`config.mk`:
```
export PLATFORM = sky130hd
export DESIGN_NAME = cell_mean_color_palette_classifier_core
export DESIGN_NICKNAME = d
export VERILOG_FILES = /design/src/hw/rtl/cmpc_pkg.sv /design/src/hw/rtl/cmpc_ctrl.sv /design/src/hw/rtl/cmpc_datapath.sv /design/src/hw/rtl/cell_mean_color_palette_classifier_core.sv
export SDC_FILE = /design/constraint.sdc
export NUM_CORES = 1
export LEC_CHECK = 0
export ABC_AREA = 1
export BUFFER_PORTS_ARGS = -buffer_cell sky130_fd_sc_hd__buf_2
export CORE_MARGIN = 3
export CORE_UTILIZATION = 63
export CTS_BUF_LIST = sky130_fd_sc_hd__clkbuf_8 sky130_fd_sc_hd__clkbuf_16
export DETAILED_ROUTE_END_ITERATION = 8
export HOLD_SLACK_MARGIN = 0.03
export PLACE_DENSITY = 0.8
export REMOVE_ABC_BUFFERS = 1
export SETUP_SLACK_MARGIN = 0.1
export SLEW_MARGIN = 20
export SYNTH_ARGS = -nofsm -noshare
export SYNTH_HDL_FRONTEND = slang
export SYNTH_SLANG_ARGS = --single-unit
```
`constraint.sdc`:
```
create_clock -name clk -period 6.6 [get_ports clk]
set_input_delay 0.33 -clock clk [delete_from_list [all_inputs] [get_ports clk]]
set_output_delay 0.33 -clock clk [all_outputs]
set_load 0.05 [all_outputs]
```
`src/hw/rtl/cmpc_pkg.sv`:
```
package cmpc_pkg;

  localparam int CH_W      = 8;
  localparam int SUM_W     = 20;
  localparam int THR_W     = 9;
  localparam int PIX_W     = 13;
  localparam int CLS_W     = 4;
  localparam int CFG_IDX_W = 1;
  localparam int DIV_CNT_W = $clog2(SUM_W);

  localparam int PALETTE_DEPTH_DEF   = 16;
  localparam int MAX_CELL_PIXELS_DEF = 4096;

  localparam logic [CFG_IDX_W-1:0] REG_THRESHOLD = 1'd0;
  localparam logic [CFG_IDX_W-1:0] REG_PIXELS    = 1'd1;

  localparam logic [THR_W-1:0] THR_RESET = 9'd15;
  localparam logic [PIX_W-1:0] PIX_RESET = 13'd900;

  typedef struct packed {
    logic accept;
    logic div_step;
    logic mean_load;
    logic srch_clear;
    logic rd_issue;
    logic srch_next;
    logic hit;
    logic append;
    logic out_load;
  } dp_cmd_t;

  typedef struct packed {
    logic in_range;
    logic hit;
  } dp_sts_t;

endpackage

```
`src/hw/rtl/cmpc_ctrl.sv`:
```
module cmpc_ctrl (
  input  logic              clk,
  input  logic              rst,
  input  logic              in_valid,
  output logic              in_stall,
  input  logic              cell_end,
  output logic              out_valid,
  input  logic              out_stall,
  input  cmpc_pkg::dp_sts_t sts,
  output cmpc_pkg::dp_cmd_t cmd
);

  localparam logic [2:0] S_ACC    = 3'd0;
  localparam logic [2:0] S_DIV    = 3'd1;
  localparam logic [2:0] S_MEAN   = 3'd2;
  localparam logic [2:0] S_READ   = 3'd3;
  localparam logic [2:0] S_CMP    = 3'd4;
  localparam logic [2:0] S_APPEND = 3'd5;
  localparam logic [2:0] S_HOLD   = 3'd6;

  localparam logic [cmpc_pkg::DIV_CNT_W-1:0] DIV_LAST =
    cmpc_pkg::DIV_CNT_W'(cmpc_pkg::SUM_W - 1);

  logic [2:0]                     state;
  logic [2:0]                     state_next;
  logic [cmpc_pkg::DIV_CNT_W-1:0] div_cnt;
  logic [cmpc_pkg::DIV_CNT_W-1:0] div_cnt_next;
  logic                           out_valid_next;
  logic                           in_beat;

  assign in_stall = (state != S_ACC);
  assign in_beat  = in_valid && !in_stall;

  always_comb begin
    state_next   = state;
    div_cnt_next = div_cnt;
    cmd          = '0;
    cmd.accept   = in_beat;
    unique case (state)
      S_ACC: begin
        if (in_beat && cell_end) begin
          div_cnt_next = '0;
          state_next   = S_DIV;
        end
      end
      S_DIV: begin
        cmd.div_step = 1'b1;
        div_cnt_next = div_cnt + 1'b1;
        if (div_cnt == DIV_LAST) begin
          state_next = S_MEAN;
        end
      end
      S_MEAN: begin
        cmd.mean_load  = 1'b1;
        cmd.srch_clear = 1'b1;
        state_next     = S_READ;
      end
      S_READ: begin
        if (sts.in_range) begin
          cmd.rd_issue = 1'b1;
          state_next   = S_CMP;
        end else begin
          state_next = S_APPEND;
        end
      end
      S_CMP: begin
        if (sts.hit) begin
          cmd.hit    = 1'b1;
          state_next = S_HOLD;
        end else begin
          cmd.srch_next = 1'b1;
          state_next    = S_READ;
        end
      end
      S_APPEND: begin
        cmd.append = 1'b1;
        state_next = S_HOLD;
      end
      S_HOLD: begin
        // wait for the output register to free up
        if (!out_valid || !out_stall) begin
          cmd.out_load = 1'b1;
          state_next   = S_ACC;
        end
      end
      default: begin
        state_next = S_ACC;
      end
    endcase
  end

  assign out_valid_next = cmd.out_load ? 1'b1 : (out_valid && out_stall);

  always_ff @(posedge clk) begin
    if (rst) begin
      state     <= S_ACC;
      div_cnt   <= '0;
      out_valid <= 1'b0;
    end else begin
      state     <= state_next;
      div_cnt   <= div_cnt_next;
      out_valid <= out_valid_next;
    end
  end

endmodule

```
`src/hw/rtl/cmpc_datapath.sv`:
```
module cmpc_datapath #(
  parameter int PALETTE_DEPTH   = cmpc_pkg::PALETTE_DEPTH_DEF,
  parameter int MAX_CELL_PIXELS = cmpc_pkg::MAX_CELL_PIXELS_DEF
) (
  input  logic                             clk,
  input  logic                             rst,
  input  cmpc_pkg::dp_cmd_t                cmd,
  output cmpc_pkg::dp_sts_t                sts,
  input  logic                             cfg_we,
  input  logic [cmpc_pkg::CFG_IDX_W-1:0]   cfg_index,
  input  logic [cmpc_pkg::PIX_W-1:0]       cfg_data,
  input  logic [cmpc_pkg::CH_W-1:0]        pixel_red,
  input  logic [cmpc_pkg::CH_W-1:0]        pixel_green,
  input  logic [cmpc_pkg::CH_W-1:0]        pixel_blue,
  input  logic                             frame_start,
  input  logic                             cell_end,
  output logic [cmpc_pkg::CLS_W-1:0]       class_index,
  output logic [cmpc_pkg::CH_W-1:0]        mean_red,
  output logic [cmpc_pkg::CH_W-1:0]        mean_green,
  output logic [cmpc_pkg::CH_W-1:0]        mean_blue,
  output logic                             new_class,
  output logic                             palette_overflow
);

  localparam int CH_W  = cmpc_pkg::CH_W;
  localparam int SUM_W = cmpc_pkg::SUM_W;
  localparam int PIX_W = cmpc_pkg::PIX_W;
  localparam int CNT_W = $clog2(PALETTE_DEPTH + 1);
  localparam int IDX_W = $clog2(PALETTE_DEPTH);
  localparam logic [PIX_W-1:0] MAX_DIV = PIX_W'(MAX_CELL_PIXELS);
  localparam logic [CNT_W-1:0] DEPTH_C = CNT_W'(PALETTE_DEPTH);

  // configuration
  logic [cmpc_pkg::THR_W-1:0] cfg_thr;
  logic [PIX_W-1:0]           cfg_pix;

  always_ff @(posedge clk) begin
    if (rst) begin
      cfg_thr <= cmpc_pkg::THR_RESET;
      cfg_pix <= cmpc_pkg::PIX_RESET;
    end else if (cfg_we) begin
      unique case (cfg_index)
        cmpc_pkg::REG_THRESHOLD: cfg_thr <= cfg_data[cmpc_pkg::THR_W-1:0];
        cmpc_pkg::REG_PIXELS:    cfg_pix <= cfg_data;
        default: ;
      endcase
    end
  end

  logic [PIX_W-1:0] div_eff;

  always_comb begin
    if (cfg_pix == '0) begin
      div_eff = PIX_W'(1);
    end else if (32'(cfg_pix) > 32'(MAX_CELL_PIXELS)) begin
      div_eff = MAX_DIV;
    end else begin
      div_eff = cfg_pix;
    end
  end

  // per-channel accumulate and restoring divide, one quotient bit a cycle
  logic [CH_W-1:0]  pix   [3];
  logic [SUM_W-1:0] sum   [3];
  logic [SUM_W-1:0] dvd   [3];
  logic [SUM_W-1:0] quo   [3];
  logic [PIX_W-1:0] rem   [3];
  logic [CH_W-1:0]  mean  [3];
  logic [PIX_W-1:0] dvsr;

  assign pix[0] = pixel_red;
  assign pix[1] = pixel_green;
  assign pix[2] = pixel_blue;

  always_ff @(posedge clk) begin
    if (cmd.accept && cell_end) begin
      dvsr <= div_eff;
    end
  end

  for (genvar c = 0; c < 3; c++) begin : g_ch
    logic [SUM_W-1:0] sum_add;
    logic [PIX_W:0]   rem_sh;
    logic             q_bit;

    assign sum_add = sum[c] + SUM_W'(pix[c]);
    assign rem_sh  = {rem[c], dvd[c][SUM_W-1]};
    assign q_bit   = (rem_sh >= {1'b0, dvsr});

    always_ff @(posedge clk) begin
      if (rst) begin
        sum[c] <= '0;
      end else if (cmd.accept) begin
        sum[c] <= cell_end ? '0 : sum_add;
      end
    end

    always_ff @(posedge clk) begin
      if (cmd.accept && cell_end) begin
        dvd[c] <= sum_add;
        rem[c] <= '0;
        quo[c] <= '0;
      end else if (cmd.div_step) begin
        dvd[c] <= {dvd[c][SUM_W-2:0], 1'b0};
        rem[c] <= q_bit ? PIX_W'(rem_sh - {1'b0, dvsr}) : rem_sh[PIX_W-1:0];
        quo[c] <= {quo[c][SUM_W-2:0], q_bit};
      end
    end

    // saturate to the channel range
    always_ff @(posedge clk) begin
      if (cmd.mean_load) begin
        mean[c] <= (|quo[c][SUM_W-1:CH_W]) ? {CH_W{1'b1}} : quo[c][CH_W-1:0];
      end
    end
  end

  // palette
  logic [3*CH_W-1:0] pal_mem [PALETTE_DEPTH];
  logic [3*CH_W-1:0] rd_data;
  logic [CNT_W-1:0]  pal_count;
  logic [CNT_W-1:0]  srch;
  logic              full;

  assign full         = (pal_count >= DEPTH_C);
  assign sts.in_range = (srch < pal_count);

  always_ff @(posedge clk) begin
    if (cmd.rd_issue) begin
      rd_data <= pal_mem[srch[IDX_W-1:0]];
    end
    if (cmd.append && !full) begin
      pal_mem[pal_count[IDX_W-1:0]] <= {mean[0], mean[1], mean[2]};
    end
  end

  always_ff @(posedge clk) begin
    if (rst) begin
      pal_count <= '0;
    end else if (cmd.accept && frame_start) begin
      pal_count <= '0;
    end else if (cmd.append && !full) begin
      pal_count <= pal_count + 1'b1;
    end
  end

  always_ff @(posedge clk) begin
    if (cmd.srch_clear) begin
      srch <= '0;
    end else if (cmd.srch_next) begin
      srch <= srch + 1'b1;
    end
  end

  logic [CH_W-1:0] ent  [3];
  logic            near [3];

  assign ent[0] = rd_data[3*CH_W-1:2*CH_W];
  assign ent[1] = rd_data[2*CH_W-1:CH_W];
  assign ent[2] = rd_data[CH_W-1:0];

  for (genvar c = 0; c < 3; c++) begin : g_cmp
    logic [CH_W-1:0] dif;
    assign dif     = (mean[c] > ent[c]) ? (mean[c] - ent[c]) : (ent[c] - mean[c]);
    assign near[c] = ({1'b0, dif} < cfg_thr);
  end

  assign sts.hit = near[0] && near[1] && near[2];

  // search outcome
  logic [CNT_W-1:0] res_cls;
  logic             res_new;
  logic             res_over;

  always_ff @(posedge clk) begin
    if (cmd.hit) begin
      res_cls  <= srch;
      res_new  <= 1'b0;
      res_over <= 1'b0;
    end else if (cmd.append) begin
      res_cls  <= full ? '0 : pal_count;
      res_new  <= !full;
      res_over <= full;
    end
  end

  logic [CNT_W+cmpc_pkg::CLS_W-1:0] cls_wide;
  assign cls_wide = {{cmpc_pkg::CLS_W{1'b0}}, res_cls};

  always_ff @(posedge clk) begin
    if (cmd.out_load) begin
      class_index      <= cls_wide[cmpc_pkg::CLS_W-1:0];
      mean_red         <= mean[0];
      mean_green       <= mean[1];
      mean_blue        <= mean[2];
      new_class        <= res_new;
      palette_overflow <= res_over;
    end
  end

endmodule

```
`src/hw/rtl/cell_mean_color_palette_classifier_core.sv`:
```
// pixels: one beat per cycle while a cell accumulates
// cell end: input stalls through the divide, a mean load, a read and compare per palette
// entry checked, an append on a miss, and a hold while a stalled result waits; the input
// is released in the same cycle the result becomes valid
// reset clears channel sums, palette count and registers (threshold 15, 900 pixels);
// palette contents are not cleared
module cell_mean_color_palette_classifier_core #(
  parameter int PALETTE_DEPTH   = cmpc_pkg::PALETTE_DEPTH_DEF,
  parameter int MAX_CELL_PIXELS = cmpc_pkg::MAX_CELL_PIXELS_DEF
) (
  input  logic                           clk,
  input  logic                           rst,
  input  logic                           cfg_we,
  input  logic [cmpc_pkg::CFG_IDX_W-1:0] cfg_index,
  input  logic [cmpc_pkg::PIX_W-1:0]     cfg_data,
  input  logic                           in_valid,
  output logic                           in_stall,
  input  logic [cmpc_pkg::CH_W-1:0]      pixel_red,
  input  logic [cmpc_pkg::CH_W-1:0]      pixel_green,
  input  logic [cmpc_pkg::CH_W-1:0]      pixel_blue,
  input  logic                           frame_start,
  input  logic                           cell_end,
  output logic                           out_valid,
  input  logic                           out_stall,
  output logic [cmpc_pkg::CLS_W-1:0]     class_index,
  output logic [cmpc_pkg::CH_W-1:0]      mean_red,
  output logic [cmpc_pkg::CH_W-1:0]      mean_green,
  output logic [cmpc_pkg::CH_W-1:0]      mean_blue,
  output logic                           new_class,
  output logic                           palette_overflow
);

  cmpc_pkg::dp_cmd_t cmd;
  cmpc_pkg::dp_sts_t sts;

  cmpc_ctrl u_ctrl (
    .clk       (clk),
    .rst       (rst),
    .in_valid  (in_valid),
    .in_stall  (in_stall),
    .cell_end  (cell_end),
    .out_valid (out_valid),
    .out_stall (out_stall),
    .sts       (sts),
    .cmd       (cmd)
  );

  cmpc_datapath #(
    .PALETTE_DEPTH   (PALETTE_DEPTH),
    .MAX_CELL_PIXELS (MAX_CELL_PIXELS)
  ) u_dp (
    .clk              (clk),
    .rst              (rst),
    .cmd              (cmd),
    .sts              (sts),
    .cfg_we           (cfg_we),
    .cfg_index        (cfg_index),
    .cfg_data         (cfg_data),
    .pixel_red        (pixel_red),
    .pixel_green      (pixel_green),
    .pixel_blue       (pixel_blue),
    .frame_start      (frame_start),
    .cell_end         (cell_end),
    .class_index      (class_index),
    .mean_red         (mean_red),
    .mean_green       (mean_green),
    .mean_blue        (mean_blue),
    .new_class        (new_class),
    .palette_overflow (palette_overflow)
  );

endmodule

```
## Word-level counts from Yosys, hierarchy flattened

Memory sizes are Yosys's and may differ from the RTL's. A register that Yosys moved wholly into a read port is not among the register bits.
Cells that the tools add are included.
Widths: inputs -> output; s select.

| cells by class | value |
|---|---|
| $add $sub $neg | 15 |
| magnitude comparators | 12 |
| equal/unequal tests | 10 |
| mux-type cells | 61 |
| bitwise operators | 13 |
| reduce and logical (&&, ||, !) cells | 26 |

Operator list:

| operator | count |
|---|---|
| $mux 20 | 12 |
| $mux 13 | 7 |
| $add 20x8->20 | 3 |
| $mux 8 | 6 |
| $sub 8x8->8 | 6 |
| $ge 14x13->1 | 3 |
| $sub 13x13->13 | 3 |
| $reduce_or 12->1 | 3 |
| $lt 8x9->1 | 3 |
| $gt 8x8->1 | 3 |
| $mux 1 | 24 |
| $pmux 3 s7 | 1 |
| $add 5x1->5 const B | 3 |
| $gt 13x13->1 const B | 1 |
| $logic_not 13->1 | 1 |
| $mux 3 | 4 |
| $mux 4 | 3 |
| $or 1x1->1 | 12 |
| $pmux 5 s2 | 1 |
| $eq 3x3->1 const B | 3 |
| $logic_and 1x1->1 | 7 |
| $eq 3x2->1 const B | 2 |
| $ne 2x1->1 const B | 3 |
| $reduce_and 2->1 | 3 |
| other kinds (14) | 20 |

| storage, ports and cells | value |
|---|---|
| register bits | 90 |
| bits in writable memories | 627 |
| bits of input ports | 45 |
| word-level logic and storage cells | 161 |
| memories | 6 |

Memories:

| name | depth | bits a word | read ports | clocked after Yosys merged registers in | wr ports | RTL line | source |
|---|---|---|---|---|---|---|---|
| u_dp.pal_mem | 16 | 24 | 1 | 1 | 1 | cmpc_datapath.sv:119 | `logic [3*CH_W-1:0] pal_mem [PALETTE_DEPTH];` |
| u_dp.dvd | 3 | 20 | 3 | 0 | 3 | cmpc_datapath.sv:65 | `logic [SUM_W-1:0] dvd [3];` |
| u_dp.quo | 3 | 20 | 3 | 0 | 3 | cmpc_datapath.sv:66 | `logic [SUM_W-1:0] quo [3];` |
| u_dp.sum | 3 | 20 | 3 | 0 | 3 | cmpc_datapath.sv:64 | `logic [SUM_W-1:0] sum [3];` |
| u_dp.rem | 3 | 13 | 3 | 0 | 3 | cmpc_datapath.sv:67 | `logic [PIX_W-1:0] rem [3];` |
| u_dp.mean | 3 | 8 | 3 | 0 | 3 | cmpc_datapath.sv:68 | `logic [CH_W-1:0] mean [3];` |

## Longest topological paths before layout

Gate-level depths: netlist (run 1).
An unclocked memory read counts as a cell.

| logic depth | value |
|---|---|
| depth in word-level cells | 9 |
| gate-level depth with buffers | 26 |
| mapped depth without buffers | 26 |

## Cells and area by module

Synthesis (run 1) repeated with hierarchy kept, for this count alone.

| second synthesis, totals | value |
|---|---|
| cell total of the unflattened synthesis | 3626 |
| area, all modules | 36257.3 sq um |

By module, submodules not included:

| module | instances | cells each | area an instance (sq um) | seq. area each (sq um) |
|---|---|---|---|---|
| cmpc_datapath | 1 | 3537 | 35679.2 | 21630.7 |
| cmpc_ctrl | 1 | 89 | 578.1 | 180.2 |

## Worst setup path before layout (run 1)

No wires, ideal clock.

| path | value |
|---|---|
| path kind | register -> register |
| start point | register u_ctrl.state[2] |
| end point | register u_ctrl.div_cnt[2] in the netlist's numbering |
| setup time | 0.133 ns |
| arrival time | 5.267 ns |
| data required time | 6.467 ns |
| path slack | 1.201 ns |
| cell stages (with the launch flop) | 9 |
| buffers on the path | 0 |
| period minus slack after synthesis | 5.399 ns |
| path through | dfxtp_1 nor2_2 nand3_2 nor2_4 inv_1 nand2_1 inv_1 a21oi_1 nor3_1 |

| between the ends | value |
|---|---|
| cells in the longest elaborated chain, start to end | 6 |
| elaborated cells between the ends (all ways) | 10 |
| those cells by class | eq/ne: 2; mux: 1; reduce/logical: 7 |

Ends and longest elaborated chain:

| item | RTL line | source |
|---|---|---|
| from (decl) | cmpc_ctrl.sv:24 | `logic [2:0] state;` |
| from (signal assigned) | cmpc_ctrl.sv:100 | `state <= state_next;` |
| $reduce_bool 3->1 | cmpc_ctrl.sv:31 | `assign in_stall = (state != S_ACC);` |
| $logic_not 1->1 | cmpc_ctrl.sv:32 | `assign in_beat = in_valid && !in_stall;` |
| $logic_and 1x1->1 | cmpc_ctrl.sv:32 |  |
| $logic_and 1x1->1 | cmpc_ctrl.sv:41 | `if (in_beat && cell_end) begin` |
| $ne 2x1->1 (no source line) | n/a |  |
| $reduce_and 2->1 (no source line) | n/a |  |
| to (signal assigned) | cmpc_ctrl.sv:101 | `div_cnt <= div_cnt_next;` |
| to (decl) | cmpc_ctrl.sv:26 | `logic [cmpc_pkg::DIV_CNT_W-1:0] div_cnt;` |

Parallel ways exist; a longest one is shown, timed or not.
A chain may end at the register's enable or synchronous reset.

==> summary.md, run 1 <==
| Metric | Value |
|---|---|
| Status | complete, no violations |
| Layout Nets | 3,662 |
| Dpl cell area | 0.03657 sq mm |
| Core ar. | 0.05542 sq mm |
| Synthesis-stage register bit count | 741 |
| Clock Sinks | 741 |
| Clock Skews | 36.46 ps |
| VDD IR-drop max | 0.0003034 V |
| WP data arrival | 4560 ps |
| Crit Path Category | reg2reg |
| Flop2flop setup slack | 2360 ps |
| Global placement routability congestion | 0.9512 |
| P_leak | 15.14 nW |
| Via count | 25,670 |
| Synth warn | 0 |
| Port bufs | 76 |
| Detail-routed via count per cell | 6.008 |
| Fmax | 235.9 MHz |
| Overall Global Routing Usage | 29.40% |
| H-tree depth | 3 |
| Least-Margin Pin Slew | 1195 ps |
| Synth top area cells | edfxtp_1, nand2_1, ha_1 |
| # IOs | 77 |
| Avg Cell Area, Syn | 10.46 sq um |
| Met2 Use GR | 47.69% |
| Crit share post-route | 64.22% |
| Relative slew slack | 19.89% |
| Clk Latency, worst-skew pair | 630 ps |
| TritonCTS buffer count | 74 |
| Met1 Track Usage GR | 39.42% |
| CP startpoint kind | register |
| Hold slack | 60.42 ps |
| Clock root buffer | clkbuf_16 |
| Hold crit path type | in2reg |
| CTS tree | done |
| Core Rows | 86 |
| CTS max path bufs | 3 |
| # resized after CTS | 0 |
| Tot Pwr | 0.01463 W |
| Share of cells above drive strength 1 | 8.031% |
| CP Capture Type | register |
| Final Hold Vio Count | 0 |
| Asr flop ratio synth | 0% |
| Mapped Area | 0.03545 sq mm |
| Main flop type after synthesis | edfxtp_1 |
| Syn Inst Count | 3,388 |
| Setup violators final | 0 |
| Pins Over Slew Limit | 0 |
| Post-synth EDFFs | 697 |
| Post-synthesis sequential area ratio | 61.53% |
| Final Instance Area | 0.03915 sq mm |
| GR peak layer | met2 |
| Max cap viols | 0 |
| Wire per inst | 20.53 um |
| Die Height | 243.2 um |
| Synth top area share | 59.05% |
| Die X | 243.2 um |
| DRT Wirelength | 87,720 um |
| Clock transition at path regs | 60 ps |
| First-pass GRT wire length | 135,400 um |
| Antenna Nets Post-Route | 0 |
| Initial detailed-routing violation count | 2,916 |
| Postcts setup bufs | 0 |
| Total congestion overflow | 0 |
| CP required | 6920 ps |
| RSZ-0062 raised after global routing | no |
| Initial antenna violation count | 1 |
| Die Area | 0.05914 sq mm |
| Pwr Density | 373.7 mW/mm^2 |
| Remaining DRCs | 0 |
| # diodes | 0 |
| Final min period | 4239 ps |
| Synthesis-to-finish area growth | 10.46% |
| Vias in the first global route | 24,930 |
| HPWL Detailed | 52,240 um |
| Yosys cell types | 57 |
| First-pass iteration count of the detailed router | 6 |
| Largest area contributor in the netlist | edfxtp_1 |
| Largest net degree at the start of global routing | 94 |
| Crit path max fanout | 19 |
| Met3 Use GR | 4.982% |
| Starting Density | 63.96% |
[final cells by class]
class	instances	area, sq um
clock buffers	76	1902
clock inverters	58	560.5
fillers	3836	16260
inverters	381	1435
multi-input cells	2145	11740
flip-flops and latches	741	21820
well taps	748	935.9
repair buffers	123	763.2
[cells in the final DEF, fill, tap and decap left out, types with 7 or more instances in the layout]
cell	n
edfxtp_1	697
nand2_1	582
nor2_1	433
inv_1	380
o21ai_0	306
ha_1	139
a21oi_1	137
nand3_1	122
clkbuf_16	76
buf_2	76
xor2_1	61
o22ai_1	61
o221ai_1	49
dfxtp_1	42
xnor2_1	36
buf_4	35
nand4_1	28
o211ai_1	26
nor3_1	22
nor2_2	18
clkinv_1	15
a21o_1	14
o21ai_1	13
clkinv_2	13
nor4_1	12
fa_1	12
dlygate4sd3_1	12
bufinv_16	9
o21bai_1	7
o21ai_2	7
a31oi_1	7
[synth_stat cells, types with 3 or more instances]
cell / instances
o21bai_1: 7
o21ai_1: 13
ha_1: 139
o211ai_1: 26
inv_2: 7
nand2_1: 584
nand2_2: 3
buf_1: 4
fa_1: 12
o21ai_2: 7
nor4_1: 12
buf_2: 32
nor2_2: 3
a21boi_0: 4
buf_4: 3
nand3b_1: 6
dfxtp_1: 44
nand4_1: 28
edfxtp_1: 697
nand3_1: 122
o21a_1: 5
xnor2_1: 36
a31oi_1: 7
clkbuf_1: 77
a21o_1: 14
xor2_1: 61
o21ai_0: 306
a21oi_1: 137
nor2_1: 452
o22ai_1: 61
nand3_2: 3
nor3_1: 23
inv_1: 373
o311ai_1: 3
o221ai_1: 49
[logic make-up after synthesis]
kind of cell             share of synthesized area [%]
buffers and inverters                            5.581
adder cells (fa/ha/maj)                          5.584
XOR/XNOR                                         2.397
AO/OA/AOI/OAI                                    10.48
flip-flops                                       61.53
AND/OR/NAND/NOR                                  14.42
[what timing repair did]
item	in CTS	in global routing
hold endpoints to repair	13	0
setup endpoints to repair	0	0
hold buffers	12	0
[registers in the layout, summed over array words and instances, names as in the netlist, 9 cells and up]
name and flops:
u_dp.dvsr 13, u_dp.mean 24, u_dp.dvd 60, u_dp.cfg_pix 13, u_dp.sum 60, u_dp.pal_mem 384
u_dp.rem 39, u_dp.ent 24, u_dp.cfg_thr 9, u_dp.quo 60
[power breakdown]
part	switching (W)	total, W	internal (W)
Combinational	0.00285	0.00407	0.00123
Sequential	0.000311	0.00628	0.00597
Clock	0.00181	0.00428	0.00246
[metrics by stage]
stage	setup TNS [ps]	instances	utilization, %	setup WS, ps
after floorplan	-307260	3267	-	-1886
after global placement	0	4126	65.98	2717
after detailed placement	0	4126	65.99	2557
after CTS	0	4272	70.65	2491
after global routing	0	4272	70.65	2095
final	0	4272	70.65	2361
[worst paths after layout]
path	startpoint	end	depth (start not counted)
setup / recovery	u_dp.mean[0][8]	u_dp.res_cls[2]	24
hold / removal	cfg_data[12]	u_dp.cfg_pix[12]	3
setup reg to reg	u_dp.mean[0][8]	u_dp.res_cls[2]	24
hold reg to reg	u_dp.res_cls[0]	u_dp.class_index[0]	0
[routing by layer]
layer,up-vias,part of all wire (%)
li1,11860,-
met1,12360,40
met2,1184,47
met3,264,8.6
met4,0,4.2
met5,-,0
[critical path, cell delays in order, from the launching register on]
cell,delay (ps)
edfxtp_1,680
inv_1,120
ha_1,240
inv_1,100
fa_1,230
inv_1,70
o21ai_1,200
nand2_1,80
o311ai_1,90
nand2_1,240
inv_2,160
nand2_1,60
nand2_1,80
inv_1,60
ha_1,290
nand2_1,90
inv_1,40
nand2_1,60
nand2_1,50
nand2_1,60
nand3_1,100
nor2_1,170
nand3_1,330
nand3_1,190
o21ai_0,120
Note: power is estimated with default switching activity, not from simulation.
==> run 2, diff against run 1 <==
- clock period: 6.6 -> 4 ns (I/O delays scaled with it)
==> run 2 against run 1 <==
Effect of this change: first-iteration DRC count grew 1.8%; clock-buffer cell count grew 4; critical path depth grew 1; combinational power grew 68%; fmax grew 20%; register-to-register slack lost 1900 ps; clock skew shrank 20 ps; setup slack lost 1900 ps; critical path type unchanged; sequential share of layout area shrank 0.45 points.
==> summary.md, run 2 (synthesis gave the netlist of run 1 again) <==
| Metric | Value |
|---|---|
| Overall Global Routing Usage | 28.48% |
| WP data arrival | 4040 ps |
| Global placement routability congestion | 0.9239 |
| Core ar. | 0.05542 sq mm |
| Layout Nets | 3,699 |
| CTS tree | done |
| Flop2flop setup slack | 450 ps |
| Max cap viols | 0 |
| CP endpoint | u_dp.srch[2] |
| Starting Density | 63.96% |
| R2r startpoint | u_dp.mean[0][8] |
| Worst setup margin | 454.5 ps |
| Pins Over Slew Limit | 0 |
| Wire per inst | 19.57 um |
| Hold crit path type | in2reg |
| Final Hold Vio Count | 0 |
| # IOs | 77 |
| Commonest non-fill, non-tap cell in the layout | edfxtp_1 |
| Core Util, Final | 71.22% |
| Detail-routed via count per cell | 5.911 |
| Vias in the first global route | 25,410 |
| Final min period | 3545 ps |
| Synthesis-to-finish area growth | 11.35% |
| Internal power | 0.01595 W |
| Core Rows | 86 |
| RR Endpoint | u_dp.srch[2] |
| DP Worst Slack | 357.5 ps |
| Seq pwr share | 42.7% |
| Crit share post-route | 88.64% |
| Die X | 243.2 um |
| Most frequent cells in the layout | edfxtp_1, nand2_1, nor2_1 |
| HPWL Detailed | 50,790 um |
| Largest net degree at the start of global routing | 196 |
| Worst r2r path cells | 25 |
| RSZ-0062 raised after global routing | no |
| Clk Latency, worst-skew pair | 620 ps |
| Clock transition at path regs | 60 ps |
| Total congestion overflow | 0 |
| Via count | 25,470 |
| Switching power | 0.008101 W |
| Least-Margin Pin Slew | 1140 ps |
| Clock Skews | 16.32 ps |
| CP required | 4490 ps |
| P_leak | 15.32 nW |
| Die Area | 0.05914 sq mm |
| VDD IR-drop max | 0.0004463 V |
| CP startpoint kind | register |
| Combinational Power Share | 28.5% |
| Relative slew slack | 24.02% |
| First-pass iteration count of the detailed router | 8 |
| First-pass GRT wire length | 133,600 um |
| Share of cells above drive strength 1 | 8.539% |
| Clock Sinks | 741 |
| Max reg flops | 384 |
| Hold slack | 73.17 ps |
| Net Sw Frac | 33.69% |
| CTS max path bufs | 3 |
| Remaining DRCs | 0 |
| Initial detailed-routing violation count | 2,968 |
| DRT Wirelength | 84,340 um |
| Status | complete, no violations |
| Worst Setup SP | u_dp.mean[0][8] |
| WHS Path Cells | 4 |
| Setup violators final | 0 |
| Crit Path Category | reg2reg |
| Postcts setup bufs | 0 |
| Antenna Nets Post-Route | 0 |
| Initial antenna violation count | 1 |
| TritonCTS buffer count | 75 |
| CP Capture Type | register |
| Die Height | 243.2 um |
| H-tree depth | 3 |
| Clock root buffer | clkbuf_16 |
| Port bufs | 76 |
| Clock power frac | 28.8% |
| Fmax | 282.0 MHz |
| Crit path max fanout | 9 |
| Pwr Density | 609.3 mW/mm^2 |
run 2: changes by cell type in the layout (fill, tap and decap cells not counted), sizes merged:
| cell | delta |
|---|---|
| buf | +24 |
| dlygate4sd3 | +12 |
| clkinvlp | -5 |
| clkbuf | +4 |
| bufinv | -2 |
| inv | +2 |
| clkinv | +1 |
| diode | +1 |
run 2: repair_timing:
action	4_1_cts	5_1_grt
hold buffers	24	0
endpoints found under the hold margin	40	0
resized for setup	0	7
endpoints found under the setup margin	0	17
run 2: power groups by stage:
stage / logic [W] / clock network (W) / registers (W)
6_report: 0.00685 / 0.00693 / 0.0103
3_3_place_gp: 0.00646 / 0 / 0.0104
3_5_place_dp: 0.00671 / 0 / 0.0104
4_1_cts: 0.00681 / 0.00702 / 0.0103
5_1_grt: 0.00770 / 0.00730 / 0.0104
2_1_floorplan: 0.00470 / 0 / 0.0106
run 2: stage by stage:
step | power, W | instances | cell area [sq um] | TNS [ps]
2_1_floorplan | 0.01530 | 3267 | 34900 | -887400
3_3_place_gp | 0.01684 | 4150 | 36770 | 0
3_5_place_dp | 0.01711 | 4150 | 36770 | 0
4_1_cts | 0.02409 | 4308 | 39450 | 0
5_1_grt | 0.02536 | 4308 | 39470 | 0
6_report | 0.02405 | 4309 | 39470 | 0
run 2: worst min path at each step:
| stage | start | endpoint | slack, ps |
|---|---|---|---|
| after detailed placement | u_dp.res_cls[1] | u_dp.class_index[1] | 420 |
| after CTS | cfg_we | u_dp.cfg_thr[1] | 30 |
| after floorplan | rst | u_ctrl.div_cnt[1] | 270 |
| final | cfg_we | u_dp.cfg_thr[1] | 70 |
| after global placement | u_dp.res_cls[1] | u_dp.class_index[1] | 420 |
| after global routing | cell_end | u_dp.sum[0][16] | 90 |
run 2: final cells by class:
| cell class | count | area (sq um) |
|---|---|---|
| antenna | 1 | 2.502 |
| clock buffer | 80 | 1979 |
| clock inverter | 54 | 456.7 |
| fill | 3910 | 15950 |
| inverter | 381 | 1435 |
| multi-input combinational | 2145 | 11740 |
| sequential | 741 | 21820 |
| tap | 748 | 935.9 |
| timing repair buffer | 159 | 1101 |
run 2: metal layers:
| layer | part of all wire, % | vias up | track usage [%] |
|---|---|---|---|
| met2 | 48 | 1098 | 47.43 |
| met3 | 7.5 | 187 | 4.154 |
| met5 | 0 | - | 0 |
| met1 | 41 | 12250 | 38.45 |
| li1 | - | 11940 | - |
| met4 | 3.0 | 0 | 10.39 |
run 2: critical path: stages (launching register included):
cell and delay (ps):
edfxtp_1 380, inv_1 70, ha_1 190, inv_1 70, fa_1 400, inv_1 100
o21ai_1 110, nand2_1 80, o311ai_1 90, nand2_1 230, o21ai_0 130, o21ai_0 120
inv_1 70, ha_1 290, nand2_1 60, nand2_1 40, nand2_1 50, nand2_1 50
nand2_1 50, nand3_1 80, nor2_2 200, nand2_1 100, nand2_2 150, inv_1 120
nand2_1 110, a21oi_1 70
